`src/rtl/core/assert_macros.svh`:
```
// Assertion helpers shared by the RTL.
// ASSERT_CLK: property checked at every rising clock edge outside reset.
// ASSERT_NEVER: expression must never be true outside reset.
`ifndef ASSERT_MACROS_SVH
`define ASSERT_MACROS_SVH

`ifndef SYNTHESIS
`define ASSERT_CLK(label, clk, rst_n, prop, msg) \
    label: assert property (@(posedge clk) disable iff (!rst_n) prop) else $error(msg);
`define ASSERT_NEVER(label, clk, rst_n, expr, msg) \
    label: assert property (@(posedge clk) disable iff (!rst_n) !(expr)) else $error(msg);
`else
`define ASSERT_CLK(label, clk, rst_n, prop, msg)
`define ASSERT_NEVER(label, clk, rst_n, expr, msg)
`endif

`endif

```
`src/rtl/core/rc5_ird_pkg.sv`:
```
package rc5_ird_pkg;

    // Burst and frame limits
    localparam int unsigned MAX_PULSES_N = 100;
    localparam logic [6:0]  MAX_PULSES   = 7'(MAX_PULSES_N);
    localparam logic [3:0]  FRAME_BITS   = 4'd14;
    localparam logic [6:0]  GATE_PULSE   = 7'd10;

    // Configuration register indexes
    localparam logic [1:0] CFG_BIT_PERIOD     = 2'd0;
    localparam logic [1:0] CFG_TOLERANCE      = 2'd1;
    localparam logic [1:0] CFG_WANTED_ADDRESS = 2'd2;
    localparam logic [1:0] CFG_GATE_THRESHOLD = 2'd3;

    // Configuration reset values
    localparam logic [15:0] RST_BIT_PERIOD     = 16'd900;
    localparam logic [14:0] RST_TOLERANCE      = 15'd150;
    localparam logic [4:0]  RST_WANTED_ADDRESS = 5'd13;
    localparam logic [15:0] RST_GATE_THRESHOLD = 16'd500;

    // Input kinds carried on tuser
    localparam logic FUNC_PULSE   = 1'b0;
    localparam logic FUNC_TIMEOUT = 1'b1;

    // Exit codes
    localparam logic [1:0] EXIT_FIRST  = 2'd0;
    localparam logic [1:0] EXIT_SECOND = 2'd1;
    localparam logic [1:0] EXIT_OTHER  = 2'd2;

    // Command values with a meaning for direction and exit
    localparam logic [5:0] CMD_R1 = 6'd1;
    localparam logic [5:0] CMD_R2 = 6'd2;
    localparam logic [5:0] CMD_R3 = 6'd3;
    localparam logic [5:0] CMD_L1 = 6'd4;
    localparam logic [5:0] CMD_L2 = 6'd5;

    function automatic logic cmd_direction(input logic [5:0] cmd);
        return (cmd == CMD_R1) || (cmd == CMD_R2) || (cmd == CMD_R3);
    endfunction

    function automatic logic [1:0] cmd_exit(input logic [5:0] cmd);
        logic [1:0] code;
        if ((cmd == CMD_R1) || (cmd == CMD_L1)) begin
            code = EXIT_FIRST;
        end else if ((cmd == CMD_R2) || (cmd == CMD_L2)) begin
            code = EXIT_SECOND;
        end else begin
            code = EXIT_OTHER;
        end
        return code;
    endfunction

endpackage

```
`src/rtl/core/rc5_ir_frame_decoder_top.sv`:
```
// RC5 infrared frame decoder. Each input transaction is either a measured
// pulse (tuser = 0: edge kind in tdata[0], duration in ticks in tdata[16:1])
// or a burst timeout (tuser = 1). Pulses produce no output; each timeout
// produces exactly one output transaction carrying the sticky available flag,
// the command of the last accepted frame and its decoded direction and exit.
// One transaction is accepted every cycle while no timeout is held back. A
// timeout passes through the input register and then loads the result
// register, which offers it. The input side keeps accepting pulses while a
// result waits. A timeout holds in the input register only while the
// result register is still full. The four
// configuration registers may be written only while no transaction is in
// flight; they take effect on the next transaction.
`include "assert_macros.svh"

module rc5_ir_frame_decoder_top (
    input  logic        i_clk,
    input  logic        i_rst_n,
    // configuration write port
    input  logic        i_cfg_we,
    input  logic [1:0]  i_cfg_addr,
    input  logic [15:0] i_cfg_wdata,
    // input stream
    input  logic        i_s_axis_tvalid,
    output logic        o_s_axis_tready,
    input  logic [23:0] i_s_axis_tdata,   // [0] rising, [16:1] duration, rest zero
    input  logic        i_s_axis_tuser,   // [0] func
    // result stream
    output logic        o_m_axis_tvalid,
    input  logic        i_m_axis_tready,
    output logic [15:0] o_m_axis_tdata    // [0] available, [6:1] command,
                                          // [7] direction_right, [9:8] exit_code
);
    import rc5_ird_pkg::*;

    typedef enum logic [2:0] {
        C_BIT0,
        C_BIT1,
        C_HALF,
        C_INVALID,
        C_RESTART
    } t_code;

    // configuration
    logic [15:0] r_bit_period;
    logic [14:0] r_tolerance;
    logic [4:0]  r_wanted_addr;
    logic [15:0] r_gate_thr;

    // input register
    logic        r_in_vld;
    logic        r_in_func;
    logic        r_in_rising;
    logic [15:0] r_in_dur;

    // burst state
    logic [13:0] r_frame,     n_frame;
    logic [3:0]  r_bit_count, n_bit_count;
    logic        r_last_bit,  n_last_bit;
    logic        r_done,      n_done;
    logic [6:0]  r_pulse_cnt, n_pulse_cnt;
    logic        r_gate_ok,   n_gate_ok;
    logic        r_pend_vld,  n_pend_vld;
    logic [5:0]  r_pend_cmd,  n_pend_cmd;
    logic        r_avail,     n_avail;
    logic [5:0]  r_held_cmd,  n_held_cmd;

    // result register
    logic        r_out_vld;
    logic [15:0] r_out_data,  n_out_data;

    logic        w_out_free;
    logic        w_fire;

    // window limits
    logic [15:0] w_lo1;
    logic [16:0] w_hi1;
    logic [16:0] w_two_t;
    logic [16:0] w_lo2;
    logic [17:0] w_hi2;
    logic        w_one;
    logic        w_two;
    logic        w_one_zero;
    t_code       w_code;

    // timeout fill of the remaining slots
    logic [7:0]  w_fill_end;
    logic        w_fill;
    logic [27:0] w_fill_shift;
    logic [13:0] w_fill_frame;

    // pulse decode scratch
    logic [13:0] w_frame;
    logic [3:0]  w_count;
    logic        w_last;
    logic        w_done;

    // handshake
    assign w_out_free      = !r_out_vld || i_m_axis_tready;
    assign w_fire          = r_in_vld && ((r_in_func == FUNC_PULSE) || w_out_free);
    assign o_s_axis_tready = !r_in_vld || w_fire;
    assign o_m_axis_tvalid = r_out_vld;
    assign o_m_axis_tdata  = r_out_data;

    // classify the duration as one or two half periods
    always_comb begin
        w_lo1      = (r_bit_period > {1'b0, r_tolerance}) ?
                     r_bit_period - {1'b0, r_tolerance} : 16'd0;
        w_hi1      = {1'b0, r_bit_period} + {2'b0, r_tolerance};
        w_two_t    = {r_bit_period, 1'b0};
        w_lo2      = (w_two_t > {2'b0, r_tolerance}) ?
                     w_two_t - {2'b0, r_tolerance} : 17'd0;
        w_hi2      = {1'b0, w_two_t} + {3'b0, r_tolerance};
        w_one      = (r_in_dur >= w_lo1) && ({1'b0, r_in_dur} <= w_hi1);
        w_two      = ({1'b0, r_in_dur} >= w_lo2) && ({2'b0, r_in_dur} <= w_hi2);
        // a zero-length filler pulse falls in the one-period window
        w_one_zero = (r_bit_period <= {1'b0, r_tolerance});
    end

    // map class, edge and last bit to a Manchester code
    always_comb begin
        if (r_in_rising) begin
            if (r_last_bit) begin
                w_code = w_one ? C_HALF : (w_two ? C_BIT0 : C_RESTART);
            end else begin
                w_code = w_one ? C_BIT0 : (w_two ? C_INVALID : C_RESTART);
            end
        end else begin
            if (r_last_bit) begin
                w_code = w_one ? C_BIT1 : (w_two ? C_INVALID : C_RESTART);
            end else begin
                w_code = w_one ? C_HALF : (w_two ? C_BIT1 : C_RESTART);
            end
        end
    end

    // timeout: the filler pulses push ones until the frame is full
    always_comb begin
        w_fill_end   = {1'b0, r_pulse_cnt} + {4'b0, FRAME_BITS - r_bit_count};
        w_fill       = !r_done && r_last_bit && w_one_zero &&
                       (w_fill_end <= {1'b0, MAX_PULSES});
        w_fill_shift = {r_frame, 14'h3FFF} >> r_bit_count;
        w_fill_frame = w_fill_shift[13:0];
    end

    // next state and result
    always_comb begin
        n_frame     = r_frame;
        n_bit_count = r_bit_count;
        n_last_bit  = r_last_bit;
        n_done      = r_done;
        n_pulse_cnt = r_pulse_cnt;
        n_gate_ok   = r_gate_ok;
        n_pend_vld  = r_pend_vld;
        n_pend_cmd  = r_pend_cmd;
        n_avail     = r_avail;
        n_held_cmd  = r_held_cmd;
        n_out_data  = r_out_data;
        w_frame     = r_frame;
        w_count     = r_bit_count;
        w_last      = r_last_bit;
        w_done      = r_done;

        if (r_in_func == FUNC_PULSE) begin
            if (r_pulse_cnt < MAX_PULSES) begin
                if (r_pulse_cnt == GATE_PULSE) begin
                    n_gate_ok = (r_in_dur > r_gate_thr);
                end
                n_pulse_cnt = r_pulse_cnt + 7'd1;
                if (!r_done) begin
                    // apply the code
                    case (w_code)
                        C_BIT0, C_BIT1: begin
                            w_frame = {r_frame[12:0], (w_code == C_BIT1)};
                            w_count = r_bit_count + 4'd1;
                            w_last  = (w_code == C_BIT1);
                        end
                        C_INVALID: begin
                            w_frame = '0;
                            w_count = '0;
                            w_last  = 1'b0;
                            w_done  = 1'b1;
                        end
                        C_RESTART: begin
                            if (!r_in_rising) begin
                                w_frame = 14'd1;
                                w_count = 4'd1;
                                w_last  = 1'b1;
                            end
                        end
                        default: begin
                        end
                    endcase
                    // close a full frame
                    if (w_count >= FRAME_BITS) begin
                        if (w_frame[10:6] == r_wanted_addr) begin
                            n_pend_vld = 1'b1;
                            n_pend_cmd = w_frame[5:0];
                        end
                        w_frame = '0;
                        w_count = '0;
                        w_last  = 1'b0;
                        w_done  = 1'b1;
                    end
                    n_frame     = w_frame;
                    n_bit_count = w_count;
                    n_last_bit  = w_last;
                    n_done      = w_done;
                end
            end
        end else begin
            // judge the burst
            if (r_gate_ok) begin
                if (w_fill && (w_fill_frame[10:6] == r_wanted_addr)) begin
                    n_avail    = 1'b1;
                    n_held_cmd = w_fill_frame[5:0];
                end else if (r_pend_vld) begin
                    n_avail    = 1'b1;
                    n_held_cmd = r_pend_cmd;
                end
            end
            // clear the burst
            n_frame     = '0;
            n_bit_count = '0;
            n_last_bit  = 1'b0;
            n_done      = 1'b0;
            n_pulse_cnt = '0;
            n_gate_ok   = 1'b0;
            n_pend_vld  = 1'b0;
            n_pend_cmd  = '0;
            n_out_data  = {6'd0, cmd_exit(n_held_cmd), cmd_direction(n_held_cmd),
                           n_held_cmd, n_avail};
        end
    end

    // configuration registers
    always_ff @(posedge i_clk) begin
        if (!i_rst_n) begin
            r_bit_period  <= RST_BIT_PERIOD;
            r_tolerance   <= RST_TOLERANCE;
            r_wanted_addr <= RST_WANTED_ADDRESS;
            r_gate_thr    <= RST_GATE_THRESHOLD;
        end else if (i_cfg_we) begin
            case (i_cfg_addr)
                CFG_BIT_PERIOD:     r_bit_period  <= i_cfg_wdata;
                CFG_TOLERANCE:      r_tolerance   <= i_cfg_wdata[14:0];
                CFG_WANTED_ADDRESS: r_wanted_addr <= i_cfg_wdata[4:0];
                CFG_GATE_THRESHOLD: r_gate_thr    <= i_cfg_wdata;
                default: begin
                end
            endcase
        end
    end

    // input register
    always_ff @(posedge i_clk) begin
        if (!i_rst_n) begin
            r_in_vld <= 1'b0;
        end else if (o_s_axis_tready) begin
            r_in_vld <= i_s_axis_tvalid;
        end
    end

    always_ff @(posedge i_clk) begin
        if (o_s_axis_tready && i_s_axis_tvalid) begin
            r_in_func   <= i_s_axis_tuser;
            r_in_rising <= i_s_axis_tdata[0];
            r_in_dur    <= i_s_axis_tdata[16:1];
        end
    end

    // burst state
    always_ff @(posedge i_clk) begin
        if (!i_rst_n) begin
            r_frame     <= '0;
            r_bit_count <= '0;
            r_last_bit  <= 1'b0;
            r_done      <= 1'b0;
            r_pulse_cnt <= '0;
            r_gate_ok   <= 1'b0;
            r_pend_vld  <= 1'b0;
            r_pend_cmd  <= '0;
            r_avail     <= 1'b0;
            r_held_cmd  <= '0;
        end else if (w_fire) begin
            r_frame     <= n_frame;
            r_bit_count <= n_bit_count;
            r_last_bit  <= n_last_bit;
            r_done      <= n_done;
            r_pulse_cnt <= n_pulse_cnt;
            r_gate_ok   <= n_gate_ok;
            r_pend_vld  <= n_pend_vld;
            r_pend_cmd  <= n_pend_cmd;
            r_avail     <= n_avail;
            r_held_cmd  <= n_held_cmd;
        end
    end

    // result register
    always_ff @(posedge i_clk) begin
        if (!i_rst_n) begin
            r_out_vld <= 1'b0;
        end else if (w_fire && (r_in_func == FUNC_TIMEOUT)) begin
            r_out_vld <= 1'b1;
        end else if (i_m_axis_tready) begin
            r_out_vld <= 1'b0;
        end
    end

    always_ff @(posedge i_clk) begin
        if (w_fire && (r_in_func == FUNC_TIMEOUT)) begin
            r_out_data <= n_out_data;
        end
    end

    // checks
    `ASSERT_CLK(a_out_from_timeout, i_clk, i_rst_n,
        $rose(r_out_vld) |-> $past(w_fire && (r_in_func == FUNC_TIMEOUT)),
        "result raised without a timeout")
    `ASSERT_CLK(a_timeout_clears_burst, i_clk, i_rst_n,
        (w_fire && (r_in_func == FUNC_TIMEOUT)) |=> (r_pulse_cnt == 7'd0 && !r_pend_vld),
        "burst state not cleared after timeout")
    `ASSERT_CLK(a_avail_sticky, i_clk, i_rst_n,
        r_avail |=> r_avail,
        "available flag dropped")
    `ASSERT_NEVER(a_frame_open_when_done, i_clk, i_rst_n,
        r_done && (r_bit_count != 4'd0),
        "frame bits left after burst closed")
    `ASSERT_NEVER(a_timeout_overrun, i_clk, i_rst_n,
        w_fire && (r_in_func == FUNC_TIMEOUT) && r_out_vld && !i_m_axis_tready,
        "result overwritten while stalled")

endmodule

```
`config.mk`:
```
export PLATFORM = sky130hd
export DESIGN_NAME = rc5_ir_frame_decoder_top
export DESIGN_NICKNAME = d
export VERILOG_FILES = /design/src/rtl/core/rc5_ird_pkg.sv /design/src/rtl/core/rc5_ir_frame_decoder_top.sv
export VERILOG_INCLUDE_DIRS = /design/src /design/src/rtl/core
export SDC_FILE = /design/constraint.sdc
export NUM_CORES = 1
export LEC_CHECK = 0
export BUFFER_PORTS_ARGS = -buffer_cell sky130_fd_sc_hd__clkbuf_2
export CORE_MARGIN = 2
export CORE_UTILIZATION = 50
export DETAILED_ROUTE_END_ITERATION = 8
export MAX_ROUTING_LAYER = met4
export PLACE_DENSITY = 0.73
export SYNTH_ARGS = -nofsm -noshare
export SYNTH_HDL_FRONTEND = slang
export SYNTH_SLANG_ARGS = --single-unit
```
`constraint.sdc`:
```
create_clock -name i_clk -period 11.36 [get_ports i_clk]
set_clock_uncertainty 0.15 [all_clocks]
set_input_delay 3.408 -clock i_clk [delete_from_list [all_inputs] [get_ports i_clk]]
set_output_delay 3.408 -clock i_clk [all_outputs]
set_load 0.03 [all_outputs]
```
[Yosys cells after proc, flatten, opt, wreduce, memory -nomap -nowiden]
Cells that the tools add are included.
W data, S select, Z words.
Cells by class
  equality and inequality tests: 16
  magnitude comparators: 11
  mux-type cells: 66
  reductions and logical operators: 39
  shift operators: 1
  bitwise operators: 1
  div/mod/pow operators: 0
  add/subtract/negate cells: 8
  $mul: 0
Operators with widths (count)
  $mux W14: 8
  $mux W6: 9
  $pmux W14 S3: 1
  $mux W4: 8
  $mux W3: 10
  $shr A28 B4 Y11: 1
  $mux W1: 23
  $add A17 B15 Y18: 1
  $le A16 B18 Y1: 1
  $add A16 B15 Y17: 1
  $ge A16 B17 Y1: 1
  $gt A17 B15 Y1: 1
  $le A16 B17 Y1: 1
  $mux W17: 1
  $sub A17 B15 Y17: 1
  $ge A16 B16 Y1: 1
  $gt A16 B15 Y1: 1
  $gt A16 B16 Y1: 1
  $le A16 B15 Y1: 1
  $mux W16: 1
  $sub A16 B15 Y16: 1
  $mux W7: 2
  $reduce_and A2 Y1: 7
  $eq A6 B2 Y1 const B: 2
  32 further kinds: 57
Word-level totals
  word-level logic and storage cells: 164
  RAM bits: 0
  register bits: 124
  input port bits: 48
  ROM bits: 0
  memories kept: 0
  latch bits: 0
  output and inout bits: 18

[Logic depth before layout (Yosys ltp)]
Gate-level depths: netlist (run 1).
  word-level depth: 20
  depth in mapped cells: 30
  mapped depth without buffers: 27

[Least setup slack after synthesis (run 1)]
No wires, ideal clock.
  path type: input to output
  start point: input i_m_axis_tready
  end point: output o_s_axis_tready
  data arrival time: 3.928 ns
  required time: 7.802 ns
  stages: 2
  slack: 3.874 ns
  path buffers: 0
  path through: nor2b_1 nand3_1
Between the ends
  cells in the longest elaborated chain, start to end: 4
Ends and longest elaborated chain
  start, declared: line rc5_ir_frame_decoder_top.sv:29  | input logic i_m_axis_tready,
  $logic_or A1 B1 Y1: line rc5_ir_frame_decoder_top.sv:98  | assign w_out_free = !r_out_vld || i_m_axis_tready;
  $logic_or A1 B1 Y1: line rc5_ir_frame_decoder_top.sv:99  | assign w_fire = r_in_vld && ((r_in_func == FUNC_PULSE) || w_out_free);
  $logic_and A1 B1 Y1: line rc5_ir_frame_decoder_top.sv:99
  $logic_or A1 B1 Y1: line rc5_ir_frame_decoder_top.sv:100  | assign o_s_axis_tready = !r_in_vld || w_fire;
  end, declared: line rc5_ir_frame_decoder_top.sv:24  | output logic o_s_axis_tready,
Every way passes these cells.

[Worst setup path after layout (run 1)]
Ends and elaborated chain as after synthesis.

==> results.py, run 1 <==
metrics = {
    "run_status": {
        "status": "completed",
    },
    "logic_synthesis": {
        "yosysTopAreaCellShare": 0.177,
        "syn_area_per_cell_sq_um": 8.06,
        "syn_inst": 1319,
        "yosysTopAreaCell": "dfxtp_1",
        "synth_commonest_cells": "nand2_1, ha_1, a21oi_1, dfxtp_1, nor2_1",
        "ys_seq_area_frac": 0.256,
        "netlist_top_cells_area": "dfxtp_1, ha_1, edfxtp_1, nand2_1, a21oi_1",
        "ys_ff_latch": 122,
        "ys_warn_count": 0,
        "async_flop_share": 0,
        "synthMostInstantiatedCell": "nand2_1",
        "synth-edff-count": 28,
        "synth.distinct_cells": 86,
        "synth-main-ff-cell": "dfxtp_1",
        "syn_area_sq_um": 10600,
    },
    "global_routing": {
        "grt_antenna_before_repair": 0,
        "grt_first_pass_wirelength_um": 46300,
        "grt_pass1_vias": 9098,
        "grt_use_met2": 0.456,
        "grt_max_degree": 59,
        "grt_use_met3": 0.0280,
        "grt_usage": 0.267,
        "grt-ovfl-total": 0,
        "grt.busiest_layer": "met2",
        "grtUsageMet1": 0.331,
    },
    "detailed_routing": {
        "firstDrtPassIters": 5,
        "dr.first_iter.drc_count": 646,
        "drc": 0,
        "ant_nets": 0,
        "wl_per_cell_um": 17.8,
        "wirelength_um": 28800,
        "via_count": 9580,
        "vias_per_cell": 5.92,
    },
    "critical_path": {
        "crit_type": "in -> out",
        "worstPathRequired_ns": 7.80,
        "cp-end-kind": "output port",
        "cp-start-kind": "input port",
        "cpMostUsedCell": "clkbuf_2",
        "crit_path_cell_trace": "clkbuf_2 -> nor2b_1 -> nand3_1 -> clkbuf_2",
        "cp_data_arrival_time_ns": 4.15,
        "critPathMaxStageDelay_ns": 0.29,
        "critical_path_cell_count": 4,
        "worst-path-buf-inv": 2,
        "path_delay_family": "simple AND/OR/NAND/NOR gates",
        "reg2regPathDepth": 26,
        "critPathSlowestCell": "nor2b_1",
        "crit_fanout": 5,
    },
    "sta": {
        "layout_min_cycle_time_ns": 7.70,
        "rsz0062_at_grt": "false",
        "setup_violations": 0,
        "finalHoldViolations": 0,
        "worst_pin_slew_ns": 1.16,
        "finalSetupTns_ns": 0,
        "fmax_mhz": 130,
        "drv_slew": 0,
        "finalCritPeriodShare": 0.678,
        "relSlewSlack": 0.226,
    },
    "place": {
        "port_buffers": 52,
        "placed_cells": 1586,
        "hpwlAfterDp_um": 22100,
        "gp_congestion": 0.969,
    },
    "clock_network": {
        "clock-root-buffer": "clkbuf_16",
        "cts_made_buffers": 17,
        "cts_tree": "yes",
        "clkLatencyLatePin_ns": 0.42,
        "cts_max_path_buffers": 2,
        "cts_setup_buffers": 0,
        "cts_resized": 0,
        "cts_hold_buf": 0,
        "path_clk_slew_ns": 0.06,
        "htree_levels": 4,
        "cts_sinks": 122,
    },
    "pwr": {
        "power.share.combinational": 0.257,
        "switching_share": 0.321,
        "ir_worst_vdd_uv": 81.8,
        "power_frac_seq": 0.358,
        "p_int_mw": 0.908,
        "p_per_area_nw_per_um2": 116,
        "clockPowerShare": 0.385,
        "p_sw_mw": 0.430,
        "p_leak_nw": 4.88,
    },
    "floorplanning": {
        "core_area_sq_um": 21000,
        "dieArea_sq_um": 22400,
        "pin_count": 66,
        "start_util": 0.507,
        "die_x_um": 150,
        "die_h_um": 150,
        "rows": 53,
    },
    "job": {
        "cap_violations": 0,
    },
    "worst_hold_path": {
        "hold_path_class": "reg -> reg",
        "whs_path_depth": 2,
    },
    "finish": {
        "drive_gt1_frac": 0.0886,
        "final_cells": 1618,
        "area_delta_synth_final_pct": 8.55,
        "diodes": 0,
        "layout.nets": 1529,
    },
}
==> power by group through the flow <==
stage,clock (mW),sequential (mW),combinational [mW]
floorplan,0,0.479,0.261
global placement,0,0.487,0.329
detailed placement,0,0.488,0.338
CTS,0.518,0.479,0.341
global route,0.535,0.481,0.385
finish,0.515,0.480,0.344
==> flip-flops by register name, indices dropped and copies added (netlist names) <==
name / flops
r_frame: 12
r_gate_ok: 1
r_tolerance: 15
r_gate_thr: 16
r_pend_vld: 1
r_pulse_cnt: 7
r_in_dur: 16
r_bit_period: 16
r_in_func: 1
o_m_axis_tdata: 10
r_wanted_addr: 5
r_bit_count: 4
o_m_axis_tvalid: 1
r_last_bit: 1
r_in_vld: 1
r_held_cmd: 6
r_in_rising: 1
r_avail: 1
r_done: 1
r_pend_cmd: 6
==> cell usage in the layout (no fill, tap or decap), drive strengths merged, types with 11 or more instances in the layout <==
cell type / netlist / layout
a21o: 31 / 31
a21oi: 123 / 123
a31oi: 12 / 12
and2: 11 / 11
and3: 15 / 15
clkbuf: 49 / 73
dfxtp: 94 / 94
edfxtp: 28 / 28
ha: 146 / 146
inv: 79 / 81
mux2i: 29 / 29
nand2: 203 / 203
nand2b: 12 / 12
nand3: 30 / 30
nand4: 25 / 25
nor2: 83 / 83
nor2b: 20 / 20
nor3: 17 / 17
nor4: 11 / 11
o211ai: 21 / 21
o21ai: 48 / 48
o21bai: 13 / 13
xnor2: 48 / 48
xor2: 16 / 16
==> final cells by class <==
type / count / area, sq um
Inverter: 80 / 300
Clock buffer: 21 / 462
Sequential cell: 122 / 2720
Timing Repair Buffer: 59 / 313
Tap cell: 275 / 344
Multi-Input combinational cell: 1050 / 7300
Fill cell: 1979 / 9420
Clock inverter: 11 / 95.1
==> through the flow <==
stage	area (sq um)	power (mW)	hold WS, ns	utilization	setup slack, ns
finish	11500	1.34	0.305	0.550	3.66
global route	11500	1.40	0.320	0.550	3.50
CTS	11500	1.34	0.307	0.550	3.66
detailed placement	11000	0.826	0.299	0.524	3.66
global placement	11000	0.816	0.292	0.524	3.68
floorplan	10600	0.740	0.281	-	3.87
==> path summary, 6_finish.rpt <==
path,from,to,slack [ns]
worst min register to register,r_gate_thr[10],r_gate_thr[10],0.30
worst min-delay path,r_gate_thr[10],r_gate_thr[10],0.30
worst max register to register,r_tolerance[0],r_pend_cmd[0],3.91
worst max-delay path,i_m_axis_tready,o_s_axis_tready,3.66
==> tightest hold or removal path, delay by kind of cell (launching register included) <==
kind | cells | cell delay (ns)
AOI/OAI and AO/OA | 1 | 0.05
DFF | 1 | 0.31
and+or+nand+nor | 1 | 0.05
==> metal layers <==
layer,up-vias,wire [um]
met5,-,0
met4,0,746
met1,4562,12600
li1,4707,-
met3,61,1200
met2,250,14200
==> kinds of logic (layout without fill, tap and decap cells) <==
logic type / Yosys count / count (layout) / share of synthesized area
adder cells (fa/ha/maj): 151 / 151 / 0.181
AND/OR/NAND/NOR: 453 / 453 / 0.198
XOR/XNOR: 64 / 64 / 0.0527
buffers and inverters: 152 / 171 / 0.0598
other: 1 / 6 / 0.000353
AO/OA/AOI/OAI: 339 / 339 / 0.211
flip-flops: 122 / 122 / 0.256
multiplexers: 37 / 37 / 0.0404
(Power assumes the default switching activity.)
==> inputs of run 2 (changes only) <==
Settings changed: PLACE_DENSITY 0.73 to 0.75.
Clock period 11.36 ns to 6.95 ns, I/O delays scaled along.
==> run 2 against run 1 <==
Via count is 1.4% higher. Utilization is 0.73 points higher. Register-to-register slack worse by 3.5 ns. Critical path type is now reg -> reg. Largest cell class unchanged.
==> results.py, run 2 (synthesis results as in run 1) <==
metrics = {
    "detailed_routing": {
        "wirelength_um": 28600,
        "via_count": 9711,
        "drc": 0,
        "dr.first_iter.drc_count": 699,
        "ant_nets": 0,
        "wl_per_cell_um": 17.6,
        "firstDrtPassIters": 5,
        "vias_per_cell": 5.96,
    },
    "finish": {
        "layout.nets": 1540,
        "largestRegisters": "r_bit_period (16), r_gate_thr (16), r_in_dur (16)",
        "drive_gt1_frac": 0.0975,
        "final_common_cell": "nand2_1",
        "final_cells": 1629,
        "final_core_util": 0.558,
        "multiInputGateArea_sq_um": 7300,
        "diodes": 0,
        "layout_common_cells": "nand2_1, ha_1, a21oi_1",
        "area_delta_synth_final_pct": 9.99,
        "seq_area_sq_um": 2720,
        "fill_cells": 1928,
    },
    "critical_path": {
        "critPathSlowestCell": "dfxtp_1",
        "crit_fanout": 10,
        "cp-start-kind": "flop",
        "cp-end-kind": "flop",
        "cp_data_arrival_time_ns": 6.70,
        "critPathMaxStageDelay_ns": 0.48,
        "cpMostUsedCell": "a21oi_1",
        "worstPathRequired_ns": 7.14,
        "crit_type": "reg -> reg",
    },
    "clock_network": {
        "cts_tree": "yes",
        "cts_made_buffers": 17,
        "path_clk_slew_ns": 0.06,
        "htree_levels": 4,
        "cts_sinks": 122,
        "clock-root-buffer": "clkbuf_16",
        "cts_hold_buf": 0,
        "clkLatencyLatePin_ns": 0.42,
        "cts_max_path_buffers": 2,
    },
    "run_status": {
        "status": "completed",
    },
    "floorplanning": {
        "die_x_um": 150,
        "start_util": 0.507,
        "core_area_sq_um": 21000,
        "pin_count": 66,
        "dieArea_sq_um": 22400,
        "die_h_um": 150,
        "rows": 53,
    },
    "sta": {
        "rsz0062_at_grt": "false",
        "setup_violations": 0,
        "finalCritPeriodShare": 0.936,
        "finalSetupTns_ns": 0,
        "drv_slew": 0,
        "worst_pin_slew_ns": 1.20,
        "relSlewSlack": 0.197,
        "holdWs_ns": 0.307,
        "layout_min_cycle_time_ns": 6.50,
        "fmax_mhz": 154,
        "finalHoldViolations": 0,
    },
    "global_routing": {
        "grt_first_pass_wirelength_um": 46300,
        "grt_pass1_vias": 9357,
        "grt_max_degree": 59,
        "grt-ovfl-total": 0,
        "grt_usage": 0.268,
        "grt_antenna_before_repair": 0,
    },
    "pwr": {
        "ir_worst_vdd_uv": 186,
        "p_per_area_nw_per_um2": 196,
        "p_leak_nw": 4.97,
        "p_total_mw": 2.29,
    },
    "job": {
        "cap_violations": 0,
    },
    "place": {
        "port_buffers": 52,
        "gp_congestion": 0.963,
        "hpwlAfterDp_um": 21900,
        "placed_cells": 1595,
    },
    "worst_hold_path": {
        "hold_path_class": "reg -> reg",
    },
}
-- run 2: cell type report --
cell class / count / area share
clock buffer: 18 / 0.0367
clock inverter: 14 / 0.0167
inverter: 80 / 0.0257
multi-input combinational: 1050 / 0.625
sequential: 122 / 0.233
tap: 275 / 0.0294
timing repair buffer: 70 / 0.0338
-- run 2: final timing paths --
kind | start | end | slack (ns) | cells after the start
worst max-delay path | r_tolerance[0] | r_pend_cmd[2] | 0.45 | 27
worst min-delay path | r_gate_thr[9] | r_gate_thr[9] | 0.31 | 2
worst max register to register | r_tolerance[0] | r_pend_cmd[2] | 0.45 | 27
worst min register to register | r_gate_thr[9] | r_gate_thr[9] | 0.31 | 2
-- run 2: metrics by stage --
stage                     cell area [sq um]  worst slack (ns)
after detailed placement              11000             0.408
after CTS                             11700             0.374
final                                 11700             0.446
after global placement                11000             0.480
after global routing                  11700            0.0769
after floorplan                       10600             0.907
-- run 2: critical path: cells and delay by family (launching register included) --
kind	cells	cell delay (ns)
simple gates	6	1.35
flops	1	0.48
mux	2	0.49
fa+ha+maj	3	0.88
compound gates	14	2.77
buf+inv	2	0.27
-- run 2: power by group --
group	internal, mW	switching (mW)	total, mW
combinational	0.236	0.336	0.572
sequential	0.747	0.0371	0.784
clock	0.602	0.333	0.936
-- run 2: layer usage --
metal	GRT usage	vias up	wire length [um]
met4	0.111	0	1010
met5	-	-	0
li1	-	4721	-
met3	0.0360	75	1720
met1	0.337	4550	12500
met2	0.437	365	13400
-- run 2: repair_timing --
action / CTS / global route
setup endpoints to repair: 0 / 6
gates resized for setup: 0 / 2
buffers inserted: 0 / 2
